--- config.mk ---
export PLATFORM = sky130hd
export DESIGN_NAME = rx_frame_address_filter_unit
export DESIGN_NICKNAME = d
export VERILOG_FILES = /design/src/design/rfaf_pkg.sv /design/src/design/rx_frame_address_filter_unit.sv /design/src/design/rfaf_ctrl.sv /design/src/design/rfaf_datapath.sv
export SDC_FILE = /design/constraint.sdc
export NUM_CORES = 1
export LEC_CHECK = 0
export ABC_CLOCK_PERIOD_IN_PS = 8100
export BUFFER_PORTS_ARGS = -buffer_cell sky130_fd_sc_hd__clkbuf_2
export CELL_PAD_IN_SITES_DETAIL_PLACEMENT = 1
export CELL_PAD_IN_SITES_GLOBAL_PLACEMENT = 1
export CORE_MARGIN = 2
export CORE_UTILIZATION = 40
export CTS_CLUSTER_DIAMETER = 40
export DETAILED_ROUTE_END_ITERATION = 10
export GPL_ROUTABILITY_DRIVEN = 0
export GPL_TIMING_DRIVEN = 0
export PLACE_DENSITY = 0.65
export SLEW_MARGIN = 0
export SYNTH_ARGS = -nofsm -noshare
export SYNTH_HDL_FRONTEND = slang
export SYNTH_SLANG_ARGS = --single-unit
export TNS_END_PERCENT = 20
--- constraint.sdc ---
create_clock -name clk -period 8.1 [get_ports clk]
set_input_delay 0.405 -clock clk [delete_from_list [all_inputs] [get_ports clk]]
set_output_delay 0.405 -clock clk [all_outputs]
set_load 0.05 [all_outputs]
--- src/design/rfaf_pkg.sv ---
`timescale 1ns / 1ps
`default_nettype none
// ----------------------------------------------------------------------------
// rfaf_pkg
// Shared constants and controller/datapath interface types for the receive
// frame address filter.
// ----------------------------------------------------------------------------
package rfaf_pkg;

    localparam int TABLE_DEPTH_DEF = 16;
    localparam int HDR_BYTES       = 7;
    localparam int POS_W           = 9;
    localparam int BYTE_W          = 8;
    localparam int ADDR_W          = 16;
    localparam int M_DATA_W        = 72;

    localparam logic [2:0] POS_LEN     = 3'd0;
    localparam logic [2:0] POS_CTL_HI  = 3'd1;
    localparam logic [2:0] POS_CTL_LO  = 3'd2;
    localparam logic [2:0] POS_DST_HI  = 3'd3;
    localparam logic [2:0] POS_DST_LO  = 3'd4;
    localparam logic [2:0] POS_SRC_HI  = 3'd5;
    localparam logic [2:0] POS_SRC_LO  = 3'd6;

    localparam logic KIND_HEADER  = 1'b0;
    localparam logic KIND_PAYLOAD = 1'b1;

    typedef struct packed {
        logic take;
        logic read;
        logic cmp;
        logic emit;
    } rfaf_cmd_t;

    typedef struct packed {
        logic hdr_end;
        logic scan_end;
        logic hit;
        logic out_free;
    } rfaf_status_t;

endpackage
`default_nettype wire

--- src/design/rx_frame_address_filter_unit.sv ---
`timescale 1ns / 1ps
`default_nettype none
// ----------------------------------------------------------------------------
// rx_frame_address_filter_unit
// Receive deframer with destination address filter and source address
// learning.
//
// Channel   Direction  Transaction
// s_*       in         one received byte
// m_*       out        one header summary or one passed payload byte
// cfg_*     in         write of the own address
//
// The last header byte waits for a scan of the learned sources, because the
// table is scanned one entry per read and compare pair through a single read
// port, and the scan stops at the first hit.
// Reset clears the position, the flags and the table fill count; no clearing
// pass is needed. A stalled output holds further intake once a result waits.
// ----------------------------------------------------------------------------
module rx_frame_address_filter_unit #(
    parameter int TABLE_DEPTH = rfaf_pkg::TABLE_DEPTH_DEF
) (
    input  wire logic                              clk,
    input  wire logic                              rst_n,
    input  wire logic                              s_tvalid,
    output logic                                   s_tready,
    // rx_byte [7:0]
    input  wire logic [rfaf_pkg::BYTE_W-1:0]       s_tdata,
    output logic                                   m_tvalid,
    input  wire logic                              m_tready,
    // frame_length [7:0], control_high [15:8], control_low [23:16],
    // destination [39:24], source [55:40], address_match [56],
    // source_new [57], table_full [58], payload_byte [66:59], zero [71:67]
    output logic [rfaf_pkg::M_DATA_W-1:0]          m_tdata,
    // kind [0]
    output logic                                   m_tuser,
    output logic                                   m_tlast,
    input  wire logic                              cfg_we,
    input  wire logic [rfaf_pkg::ADDR_W-1:0]       cfg_wdata
);

    rfaf_pkg::rfaf_cmd_t    cmd;
    rfaf_pkg::rfaf_status_t status;

    rfaf_ctrl u_ctrl (
        .clk      (clk),
        .rst_n    (rst_n),
        .s_tvalid (s_tvalid),
        .s_tready (s_tready),
        .status   (status),
        .cmd      (cmd)
    );

    rfaf_datapath #(
        .TABLE_DEPTH (TABLE_DEPTH)
    ) u_datapath (
        .clk       (clk),
        .rst_n     (rst_n),
        .cmd       (cmd),
        .status    (status),
        .rx_byte   (s_tdata),
        .cfg_we    (cfg_we),
        .cfg_wdata (cfg_wdata),
        .m_tvalid  (m_tvalid),
        .m_tready  (m_tready),
        .m_tdata   (m_tdata),
        .m_tuser   (m_tuser),
        .m_tlast   (m_tlast)
    );

endmodule
`default_nettype wire

--- src/design/rfaf_ctrl.sv ---
`timescale 1ns / 1ps
`default_nettype none
// ----------------------------------------------------------------------------
// rfaf_ctrl
// Controller: sequences byte intake, the learned-source table scan and the
// issue of the header result.
// ----------------------------------------------------------------------------
module rfaf_ctrl (
    input  wire logic                  clk,
    input  wire logic                  rst_n,
    input  wire logic                  s_tvalid,
    output logic                       s_tready,
    input  wire rfaf_pkg::rfaf_status_t status,
    output rfaf_pkg::rfaf_cmd_t        cmd
);

    localparam logic [1:0] ST_IDLE = 2'd0;
    localparam logic [1:0] ST_READ = 2'd1;
    localparam logic [1:0] ST_CMP  = 2'd2;
    localparam logic [1:0] ST_EMIT = 2'd3;

    logic [1:0] state_reg;
    logic [1:0] state_next;

    always_comb
    begin
        state_next = state_reg;
        cmd        = '0;
        s_tready   = 1'b0;
        unique case (state_reg)
            ST_IDLE:
            begin
                s_tready = status.out_free;
                if (s_tvalid && status.out_free)
                begin
                    cmd.take = 1'b1;
                    if (status.hdr_end)
                    begin
                        state_next = ST_READ;
                    end
                end
            end
            ST_READ:
            begin
                if (status.scan_end)
                begin
                    state_next = ST_EMIT;
                end
                else
                begin
                    cmd.read   = 1'b1;
                    state_next = ST_CMP;
                end
            end
            ST_CMP:
            begin
                cmd.cmp    = 1'b1;
                state_next = status.hit ? ST_EMIT : ST_READ;
            end
            ST_EMIT:
            begin
                if (status.out_free)
                begin
                    cmd.emit   = 1'b1;
                    state_next = ST_IDLE;
                end
            end
            default:
            begin
                state_next = ST_IDLE;
            end
        endcase
    end

    always_ff @(posedge clk or negedge rst_n)
    begin
        if (!rst_n)
        begin
            state_reg <= ST_IDLE;
        end
        else
        begin
            state_reg <= state_next;
        end
    end

endmodule
`default_nettype wire

--- src/design/rfaf_datapath.sv ---
`timescale 1ns / 1ps
`default_nettype none
// ----------------------------------------------------------------------------
// rfaf_datapath
// Datapath: header registers, byte position, learned-source table with its
// scan pointer, destination compare and the output register.
// ----------------------------------------------------------------------------
module rfaf_datapath #(
    parameter int TABLE_DEPTH = rfaf_pkg::TABLE_DEPTH_DEF
) (
    input  wire logic                              clk,
    input  wire logic                              rst_n,
    input  wire rfaf_pkg::rfaf_cmd_t               cmd,
    output rfaf_pkg::rfaf_status_t                 status,
    input  wire logic [rfaf_pkg::BYTE_W-1:0]       rx_byte,
    input  wire logic                              cfg_we,
    input  wire logic [rfaf_pkg::ADDR_W-1:0]       cfg_wdata,
    output logic                                   m_tvalid,
    input  wire logic                              m_tready,
    output logic [rfaf_pkg::M_DATA_W-1:0]          m_tdata,
    output logic                                   m_tuser,
    output logic                                   m_tlast
);

    localparam int CNT_W = $clog2(TABLE_DEPTH + 1);
    localparam int IDX_W = (TABLE_DEPTH > 1) ? $clog2(TABLE_DEPTH) : 1;
    localparam int PW    = rfaf_pkg::POS_W;

    logic [rfaf_pkg::ADDR_W-1:0] own_addr_reg;
    logic [PW-1:0]               pos_reg;
    logic [rfaf_pkg::BYTE_W-1:0] len_reg;
    logic [rfaf_pkg::ADDR_W-1:0] ctl_reg;
    logic [rfaf_pkg::ADDR_W-1:0] dst_reg;
    logic [rfaf_pkg::ADDR_W-1:0] src_reg;
    logic                        accept_reg;
    logic [CNT_W-1:0]            count_reg;
    logic [CNT_W-1:0]            idx_reg;
    logic                        found_reg;
    logic [rfaf_pkg::ADDR_W-1:0] rd_data_reg;

    logic                        out_valid_reg;
    logic                        out_kind_reg;
    logic [rfaf_pkg::BYTE_W-1:0] out_len_reg;
    logic [rfaf_pkg::ADDR_W-1:0] out_ctl_reg;
    logic [rfaf_pkg::ADDR_W-1:0] out_dst_reg;
    logic [rfaf_pkg::ADDR_W-1:0] out_src_reg;
    logic                        out_match_reg;
    logic                        out_new_reg;
    logic                        out_full_reg;
    logic [rfaf_pkg::BYTE_W-1:0] out_byte_reg;
    logic                        out_last_reg;

    logic [rfaf_pkg::ADDR_W-1:0] table_mem [TABLE_DEPTH];

    logic          in_header;
    logic          final_byte;
    logic          room;
    logic          fresh;
    logic          full;
    logic          match;
    logic [PW:0]   frame_end;

    assign in_header  = pos_reg < PW'(rfaf_pkg::HDR_BYTES);
    assign frame_end  = (PW + 1)'(rfaf_pkg::HDR_BYTES) + {2'b00, len_reg};
    assign final_byte = ({1'b0, pos_reg} + (PW + 1)'(1)) >= frame_end;
    assign room       = count_reg < CNT_W'(TABLE_DEPTH);
    assign fresh      = !found_reg && room;
    assign full       = !found_reg && !room;
    assign match      = dst_reg == own_addr_reg;

    assign status.hdr_end  = pos_reg == PW'(rfaf_pkg::HDR_BYTES - 1);
    assign status.scan_end = idx_reg == count_reg;
    assign status.hit      = rd_data_reg == src_reg;
    assign status.out_free = !out_valid_reg || m_tready;

    always_ff @(posedge clk)
    begin
        if (cmd.emit && fresh)
        begin
            table_mem[count_reg[IDX_W-1:0]] <= src_reg;
        end
        if (cmd.read)
        begin
            rd_data_reg <= table_mem[idx_reg[IDX_W-1:0]];
        end
    end

    always_ff @(posedge clk or negedge rst_n)
    begin
        if (!rst_n)
        begin
            own_addr_reg <= '0;
            pos_reg      <= '0;
            len_reg      <= '0;
            ctl_reg      <= '0;
            dst_reg      <= '0;
            src_reg      <= '0;
            accept_reg   <= 1'b0;
            count_reg    <= '0;
            idx_reg      <= '0;
            found_reg    <= 1'b0;
        end
        else
        begin
            if (cfg_we)
            begin
                own_addr_reg <= cfg_wdata;
            end
            if (cmd.take)
            begin
                if (in_header)
                begin
                    unique case (pos_reg[2:0])
                        rfaf_pkg::POS_LEN:    len_reg        <= rx_byte;
                        rfaf_pkg::POS_CTL_HI: ctl_reg[15:8]  <= rx_byte;
                        rfaf_pkg::POS_CTL_LO: ctl_reg[7:0]   <= rx_byte;
                        rfaf_pkg::POS_DST_HI: dst_reg[15:8]  <= rx_byte;
                        rfaf_pkg::POS_DST_LO: dst_reg[7:0]   <= rx_byte;
                        rfaf_pkg::POS_SRC_HI: src_reg[15:8]  <= rx_byte;
                        rfaf_pkg::POS_SRC_LO: src_reg[7:0]   <= rx_byte;
                        default:              ;
                    endcase
                    if (status.hdr_end)
                    begin
                        idx_reg   <= '0;
                        found_reg <= 1'b0;
                    end
                    else
                    begin
                        pos_reg <= pos_reg + PW'(1);
                    end
                end
                else
                begin
                    pos_reg <= final_byte ? '0 : pos_reg + PW'(1);
                end
            end
            if (cmd.cmp)
            begin
                if (status.hit)
                begin
                    found_reg <= 1'b1;
                end
                else
                begin
                    idx_reg <= idx_reg + CNT_W'(1);
                end
            end
            if (cmd.emit)
            begin
                if (fresh)
                begin
                    count_reg <= count_reg + CNT_W'(1);
                end
                accept_reg <= match;
                pos_reg    <= (len_reg == '0) ? '0 : PW'(rfaf_pkg::HDR_BYTES);
            end
        end
    end

    always_ff @(posedge clk or negedge rst_n)
    begin
        if (!rst_n)
        begin
            out_valid_reg <= 1'b0;
        end
        else if (cmd.emit || (cmd.take && !in_header && accept_reg))
        begin
            out_valid_reg <= 1'b1;
        end
        else if (m_tready)
        begin
            out_valid_reg <= 1'b0;
        end
    end

    always_ff @(posedge clk)
    begin
        if (cmd.emit)
        begin
            out_kind_reg  <= rfaf_pkg::KIND_HEADER;
            out_len_reg   <= len_reg;
            out_ctl_reg   <= ctl_reg;
            out_dst_reg   <= dst_reg;
            out_src_reg   <= src_reg;
            out_match_reg <= match;
            out_new_reg   <= fresh;
            out_full_reg  <= full;
            out_byte_reg  <= '0;
            out_last_reg  <= match && (len_reg == '0);
        end
        else if (cmd.take && !in_header && accept_reg)
        begin
            out_kind_reg  <= rfaf_pkg::KIND_PAYLOAD;
            out_len_reg   <= len_reg;
            out_ctl_reg   <= ctl_reg;
            out_dst_reg   <= dst_reg;
            out_src_reg   <= src_reg;
            out_match_reg <= 1'b1;
            out_new_reg   <= 1'b0;
            out_full_reg  <= 1'b0;
            out_byte_reg  <= rx_byte;
            out_last_reg  <= final_byte;
        end
    end

    assign m_tvalid = out_valid_reg;
    assign m_tuser  = out_kind_reg;
    assign m_tlast  = out_last_reg;
    assign m_tdata  = {5'b00000, out_byte_reg, out_full_reg, out_new_reg, out_match_reg,
                       out_src_reg, out_dst_reg, out_ctl_reg[7:0], out_ctl_reg[15:8],
                       out_len_reg};

endmodule
`default_nettype wire

# Word-level counts from Yosys, hierarchy flattened
# Memories as Yosys holds them, arrays and structs flattened. A register that Yosys moved wholly into a read port is not among the register bits.
# Cells that the tools add are included.
[op_classes]
n_addsub = 5
n_lt_le_gt_ge = 3
reduce_logical = 29
muxes = 49
eq_ne = 17
[ops]
columns = ["op", "n"]
rows = [
  ["$mux W16", 6],
  ["$mux W9", 5],
  ["$eq A16 B16 Y1", 2],
  ["$mux W1", 25],
  ["$mux W5", 5],
  ["$reduce_and A3 Y1", 8],
  ["$mux W8", 2],
  ["$add A5 B1 Y5 const B", 2],
  ["$add A9 B1 Y10 const B", 1],
  ["$ge A10 B10 Y1", 1],
  ["$add A3 B8 Y9 const A", 1],
  ["$add A9 B1 Y9 const B", 1],
  ["$eq A3 B3 Y1 const B", 3],
  ["$eq A9 B3 Y1 const B", 1],
  ["$lt A9 B3 Y1 const B", 1],
  ["$logic_not A8 Y1", 1],
  ["$mux W2", 4],
  ["$pmux W2 S4", 1],
  ["$logic_and A1 B1 Y1", 7],
  ["$eq A3 B2 Y1 const B", 2],
  ["$reduce_bool A2 Y1", 3],
  ["$eq A5 B5 Y1", 1],
  ["$lt A5 B5 Y1 const B", 1],
  ["$eq A2 B2 Y1 const B", 2],
  ["11 further kinds", 17],
]
[totals]
output_inout_bits = 76
ff_bits = 165
ram_bits = 256
n_memories = 1
in_bits = 29
[memory_table]
columns = ["name", "depth", "word_bits", "rd", "rd_ports_with_merged_regs", "write_ports", "line_no", "text"]
rows = [
  ["u_datapath.table_mem", 16, 16, 1, 1, 1, "rfaf_datapath.sv:53", "logic [rfaf_pkg::ADDR_W-1:0] table_mem [TABLE_DEPTH];"],
]

# Longest topological paths before layout
[depth]
ltp_word = 9
depth_mapped = 13
mapped_depth_nobuf = 12

# Modules after synthesis
# A second synthesis with hierarchy kept.
[unflattened]
cells_unflattened = 901
hier_area_um2 = 17236.5
[by_module_without_submodules]
columns = ["mod", "n_inst", "area_per_inst_um2", "cells_per_inst", "seq_area_each_um2"]
rows = [
  ["rfaf_datapath", 1, 17111.4, 888, 12502.0],
  ["rfaf_ctrl", 1, 125.1, 13, 50.0],
]

# Worst setup path after synthesis
# No wires, ideal clock.
[synth_timing]
path_kind = "reg-to-reg"
from = "register u_datapath.out_valid_reg, in the netlist u_datapath.m_tvalid"
to = "register u_datapath.out_last_reg, in the netlist u_datapath.m_tlast (enable)"
path_stages_with_launch = 7
synth_period_minus_slack_ns = 3.175
arrival_ns = 2.509
path_buffers = 1
path_slack_ns = 4.925
setup_ns = 0.666
required_time_ns = 7.434
path_cell_list = "dfrtp_1 > nand2b_1 > and4_1 > and2_1 > nand2_1 > buf_2 > nand2_1"
[synth_via]
elab_chain_len = 8
word_cells_on_any_way = 10
cone_classes = "mux (4); reduce/logical (6)"
[synth_lines]
columns = ["item", "line_no", "text"]
rows = [
  ["from (decl)", "rfaf_datapath.sv:41", "logic out_valid_reg;"],
  ["from (signal assigned)", "rfaf_datapath.sv:165", "out_valid_reg <= 1'b0;"],
  ["from (signal assigned)", "rfaf_datapath.sv:169", "out_valid_reg <= 1'b1;"],
  ["from (signal assigned)", "rfaf_datapath.sv:173", "out_valid_reg <= 1'b0;"],
  ["$logic_not A1 Y1 (*)", "rfaf_datapath.sv:74", "assign status.out_free = !out_valid_reg || m_tready;"],
  ["$logic_or A1 B1 Y1 (*)", "rfaf_datapath.sv:74", ""],
  ["$logic_and A1 B1 Y1", "rfaf_ctrl.sv:34", "if (s_tvalid && status.out_free)"],
  ["$mux W1", "rfaf_ctrl.sv:34", ""],
  ["$mux W1", "rfaf_ctrl.sv:30", "unique case (state_reg)"],
  ["$logic_and A1 B1 Y1 (2 in series)", "rfaf_datapath.sv:192", "else if (cmd.take && !in_header && accept_reg)"],
  ["$reduce_bool A2 Y1 (no source line) (*)", "--", ""],
  ["to (signal assigned)", "rfaf_datapath.sv:190", "out_last_reg <= match && (len_reg == '0);"],
  ["to (signal assigned)", "rfaf_datapath.sv:203", "out_last_reg <= final_byte;"],
  ["to (decl)", "rfaf_datapath.sv:51", "logic out_last_reg;"],
]
# Every way passes the cells marked *; elsewhere a longest branch is shown, timed or not.
# A chain may end at the register's enable or synchronous reset.

# Worst setup path after layout
[layout_timing]
from = "register u_datapath.pos_reg[2]"
to = "register u_datapath.pos_reg[6]"
[layout_via]
elab_chain_len = 6
word_cells_on_any_way = 12
cone_classes = "add/sub (2); order compare (2); eq/ne (2); mux (5); reduce/logical (1)"
[layout_lines]
columns = ["item", "line_no", "text"]
rows = [
  ["from (decl)", "rfaf_datapath.sv:30", "logic [PW-1:0] pos_reg;"],
  ["from (signal assigned)", "rfaf_datapath.sv:130", "pos_reg <= pos_reg + PW'(1);"],
  ["from (signal assigned)", "rfaf_datapath.sv:135", "pos_reg <= final_byte ? '0 : pos_reg + PW'(1);"],
  ["from (signal assigned)", "rfaf_datapath.sv:156", "pos_reg <= (len_reg == '0) ? '0 : PW'(rfaf_pkg::HDR_BYTES);"],
  ["$add A9 B1 Y10", "rfaf_datapath.sv:65", "assign final_byte = ({1'b0, pos_reg} + (PW + 1)'(1)) >= frame_end;"],
  ["$ge A10 B10 Y1", "rfaf_datapath.sv:65", ""],
  ["$mux W9", "rfaf_datapath.sv:135", ""],
  ["$mux W9", "rfaf_datapath.sv:111", "if (in_header)"],
  ["$mux W9", "rfaf_datapath.sv:109", "if (cmd.take)"],
  ["$mux W9", "rfaf_datapath.sv:149", "if (cmd.emit)"],
]
# Several ways; a longest one is shown, not always the timed one. The select of a mux whose other input is x is not followed.

==> metrics.txt <==
Final Skew=~0.015 ns; Synth-to-Final Area Change=20.3%; max FFs per register=256; fillers=3,886; # DRC=0; Yosys cell types=53; 1st-iter DRT viols=609; Slowest Stage Delay on Critical Path=0.41 ns; fraction of layout cells with a size suffix above 1=0.366; crit end category=register; HP Class=in -> reg; largest family of logic cells by synthesized area=multiplexers; largest cells by area after synthesis=edfxtp_1 (58%), dfrtp_1 (14%), mux4_2 (10%); worst path cell trace=buf_2 -> and3_1 -> and3_1 -> and3_1 -> xnor2_1 -> inv_1 -> ha_1 -> a21o_1 -> a21oi_1 -> o21ai_1 -> a41oi_1 -> a22oi_2 -> o21ai_0; wirelength, routed=~40 mm; n_diodes=0; Syn Inst Count=899; leading area contributor after synthesis=edfxtp_1; Crit path top cell by count=and3_1; status=complete, no violations; required time of the critical path=between 8 and 9 ns; H-tree Lvls=2; clk root buf=clkbuf_16; Total Routing Usage GR=0.183; most frequent cell after synthesis=edfxtp_1; Detailed Routing Iterations Pass 1=5; most common library cells after synthesis=edfxtp_1 (332), dfrtp_1 (96), mux4_2 (80); post-synth top area share=0.581; fin crit share=0.379; Cell Count, Final, Fillers Out=1,660; via count=slightly below 9,000; leakage dissipation=between 7 and 8 nW; main flop type after synthesis=edfxtp_1; Final nets=approximately 1,100; slowest CP cell=a41oi_1; drt wl/cell=roughly 24 um; area share of and/or/nand/nor cells after synthesis=0.0415; register area share after synthesis=0.731; Fmax=between 0.3 and 0.4 GHz; total negative slack=0 ns; post-synthesis async set-or-reset flop share=0.220; Post-synth EDFFs=approximately 330; Worst-path clk slew=0.06 ns; Final Setup Violations=0; Slew Limit Fails=0; Crit Path Class=reg -> reg; minimum clock period after layout=slightly above 3 ns; clk sinks=~440; Post-DP HPWL=26.6 mm; Initial Util=0.407; worst setup margin=slightly above 5 ns; CTS tree=done; Setup Fix Bufs, Post-CTS=0; Inst Count DP=between 1,500 and 2,000; Synth Register Bits=437; Critical Path Start Type=register; total core area=42,100 um2; Synth Area in Adders=0.0146; Cell Rows=75; Synth Warn #=0; first-pass GRT wire length=60.5 mm; worst-margin pin slew=between 1 and 1.5 ns; initial antenna violation count=0; IO Count=approximately 110; clk buf depth=3; mux contribution to synthesized area=0.154; CP Buf/Inv Count=2; Hold Slack=around 0.044 ns; ANT nets after route=0; Congestion Overflow GR=0; Avg Vias per Cell=about 5.3; Hold Fails Final Rpt=0; largest net degree at the start of global routing=97; die height=~210 um; CP Max Fanout=10; total CTS buffers=54; post-synthesis xor/xnor area fraction=0.0255; compound-cell area share of the yosys netlist=0.0154; vias in the first global route=around 9,500; DP Worst Slack=just under 5 ns; Syn Std Cell Area=about 17,000 um2; # port buffers=98; die area=roughly 45,000 um2; RSZ-0062 raised after global routing=false; delay-heaviest family, CP=compound AO/OA/AOI/OAI gates; Rel. slew slack=0.313; total chip power=7.37 mW; clk_lat worst skew=roughly 0.59 ns; PD cells=357 nW/um2; DIE WIDTH=211 um; arrival time worst endpoint=approximately 3.6 ns; Syn Area/Cell=approximately 19 um2; number of max-cap violations=0; VDD IR max=approximately 0.19 mV
where the power goes:
part / total [mW] / internal (mW) / leakage [nW] / switching [mW]
Clock: 2.45 / 1.49 / 0.891 / 0.962
Sequential: 3.28 / 2.90 / 4.28 / 0.376
Combinational: 1.64 / 0.790 / 2.26 / 0.850
final cells by class:
class                      instances  area (um2)  area share
clock buffer                      65        1460      0.0709
tap                              539         674      0.0326
buffer                            38         230      0.0111
sequential                       437       12600       0.608
multi-input combinational        409        4390       0.213
inverter                          19        71.3     0.00345
timing repair buffer             118         881      0.0426
clock inverter                    35         390      0.0189
metal layers:
| metal | vias up | routed length, um | global-route usage | part of all wire |
|---|---|---|---|---|
| li1 | 3875 | - | - | - |
| met1 | 4612 | 16300 | 0.236 | 0.41 |
| met2 | 224 | 19800 | 0.310 | 0.50 |
| met3 | 47 | 2830 | 0.0526 | 0.072 |
| met4 | 0 | 559 | 0.0403 | 0.014 |
| met5 | - | 0 | 0 | 0 |
what timing repair did:
action                                 CTS  global route
gates resized for setup                  0             0
hold buffers                             1             0
endpoints found under the hold margin   96             0
through the flow:
step / utilization / cell area, um2
2_1_floorplan: - / 17200
6_report: 0.490 / 20700
4_1_cts: 0.490 / 20700
5_1_grt: 0.490 / 20700
3_5_place_dp: 0.446 / 18800
3_3_place_gp: 0.435 / 18300
path summary, 6_finish.rpt:
check,to,slack [ns],start,cells past startpoint
worst max-delay path,u_datapath.pos_reg[6]$_DFFE_PN0P_,5.03,u_datapath.pos_reg[2]$_DFFE_PN0P_,13
worst min-delay path,u_datapath.own_addr_reg[0]$_DFFE_PN0P_,0.04,cfg_wdata[0],2
worst max register to register,u_datapath.pos_reg[6]$_DFFE_PN0P_,5.03,u_datapath.pos_reg[2]$_DFFE_PN0P_,13
worst min register to register,u_datapath.out_ctl_reg[9]$_DFFE_PP_,0.44,u_datapath.ctl_reg[9]$_DFFE_PN0P_,0
max in group asynchronous,u_datapath.dst_reg[8]$_DFFE_PN0P_,7.05,rst_n,2
min in group asynchronous,u_datapath.len_reg[5]$_DFFE_PN0P_,0.44,rst_n,2
placed cells by master (no fill, tap or decap), types with 5 or more instances in the layout:
master	count
edfxtp_1	332
buf_1	5
mux2_2	68
buf_4	8
nand2_1	35
nand3_1	23
nand4_1	11
clkbuf_16	55
nor2_2	12
nor2_1	9
ha_1	20
conb_1	5
xor2_1	9
dfxtp_1	9
nor3_1	8
clkbuf_2	97
clkinvlp_4	6
clkbuf_1	15
bufinv_16	6
buf_8	5
clkbuf_8	6
buf_6	10
a21oi_1	18
and3_1	6
buf_16	9
inv_1	18
clkinv_1	7
buf_2	10
inv_6	6
dfrtp_1	96
o21ai_0	9
nor3_2	7
xnor2_1	41
mux4_2	80
cell families after synthesis:
kind of cell,after synthesis
fa+ha+maj,20
compound gates,43
buf+inv,57
simple gates,137
other cells,1
mux,154
xor+xnor,50
flops,437
No activity file was read; power rests on OpenSTA's default activity.
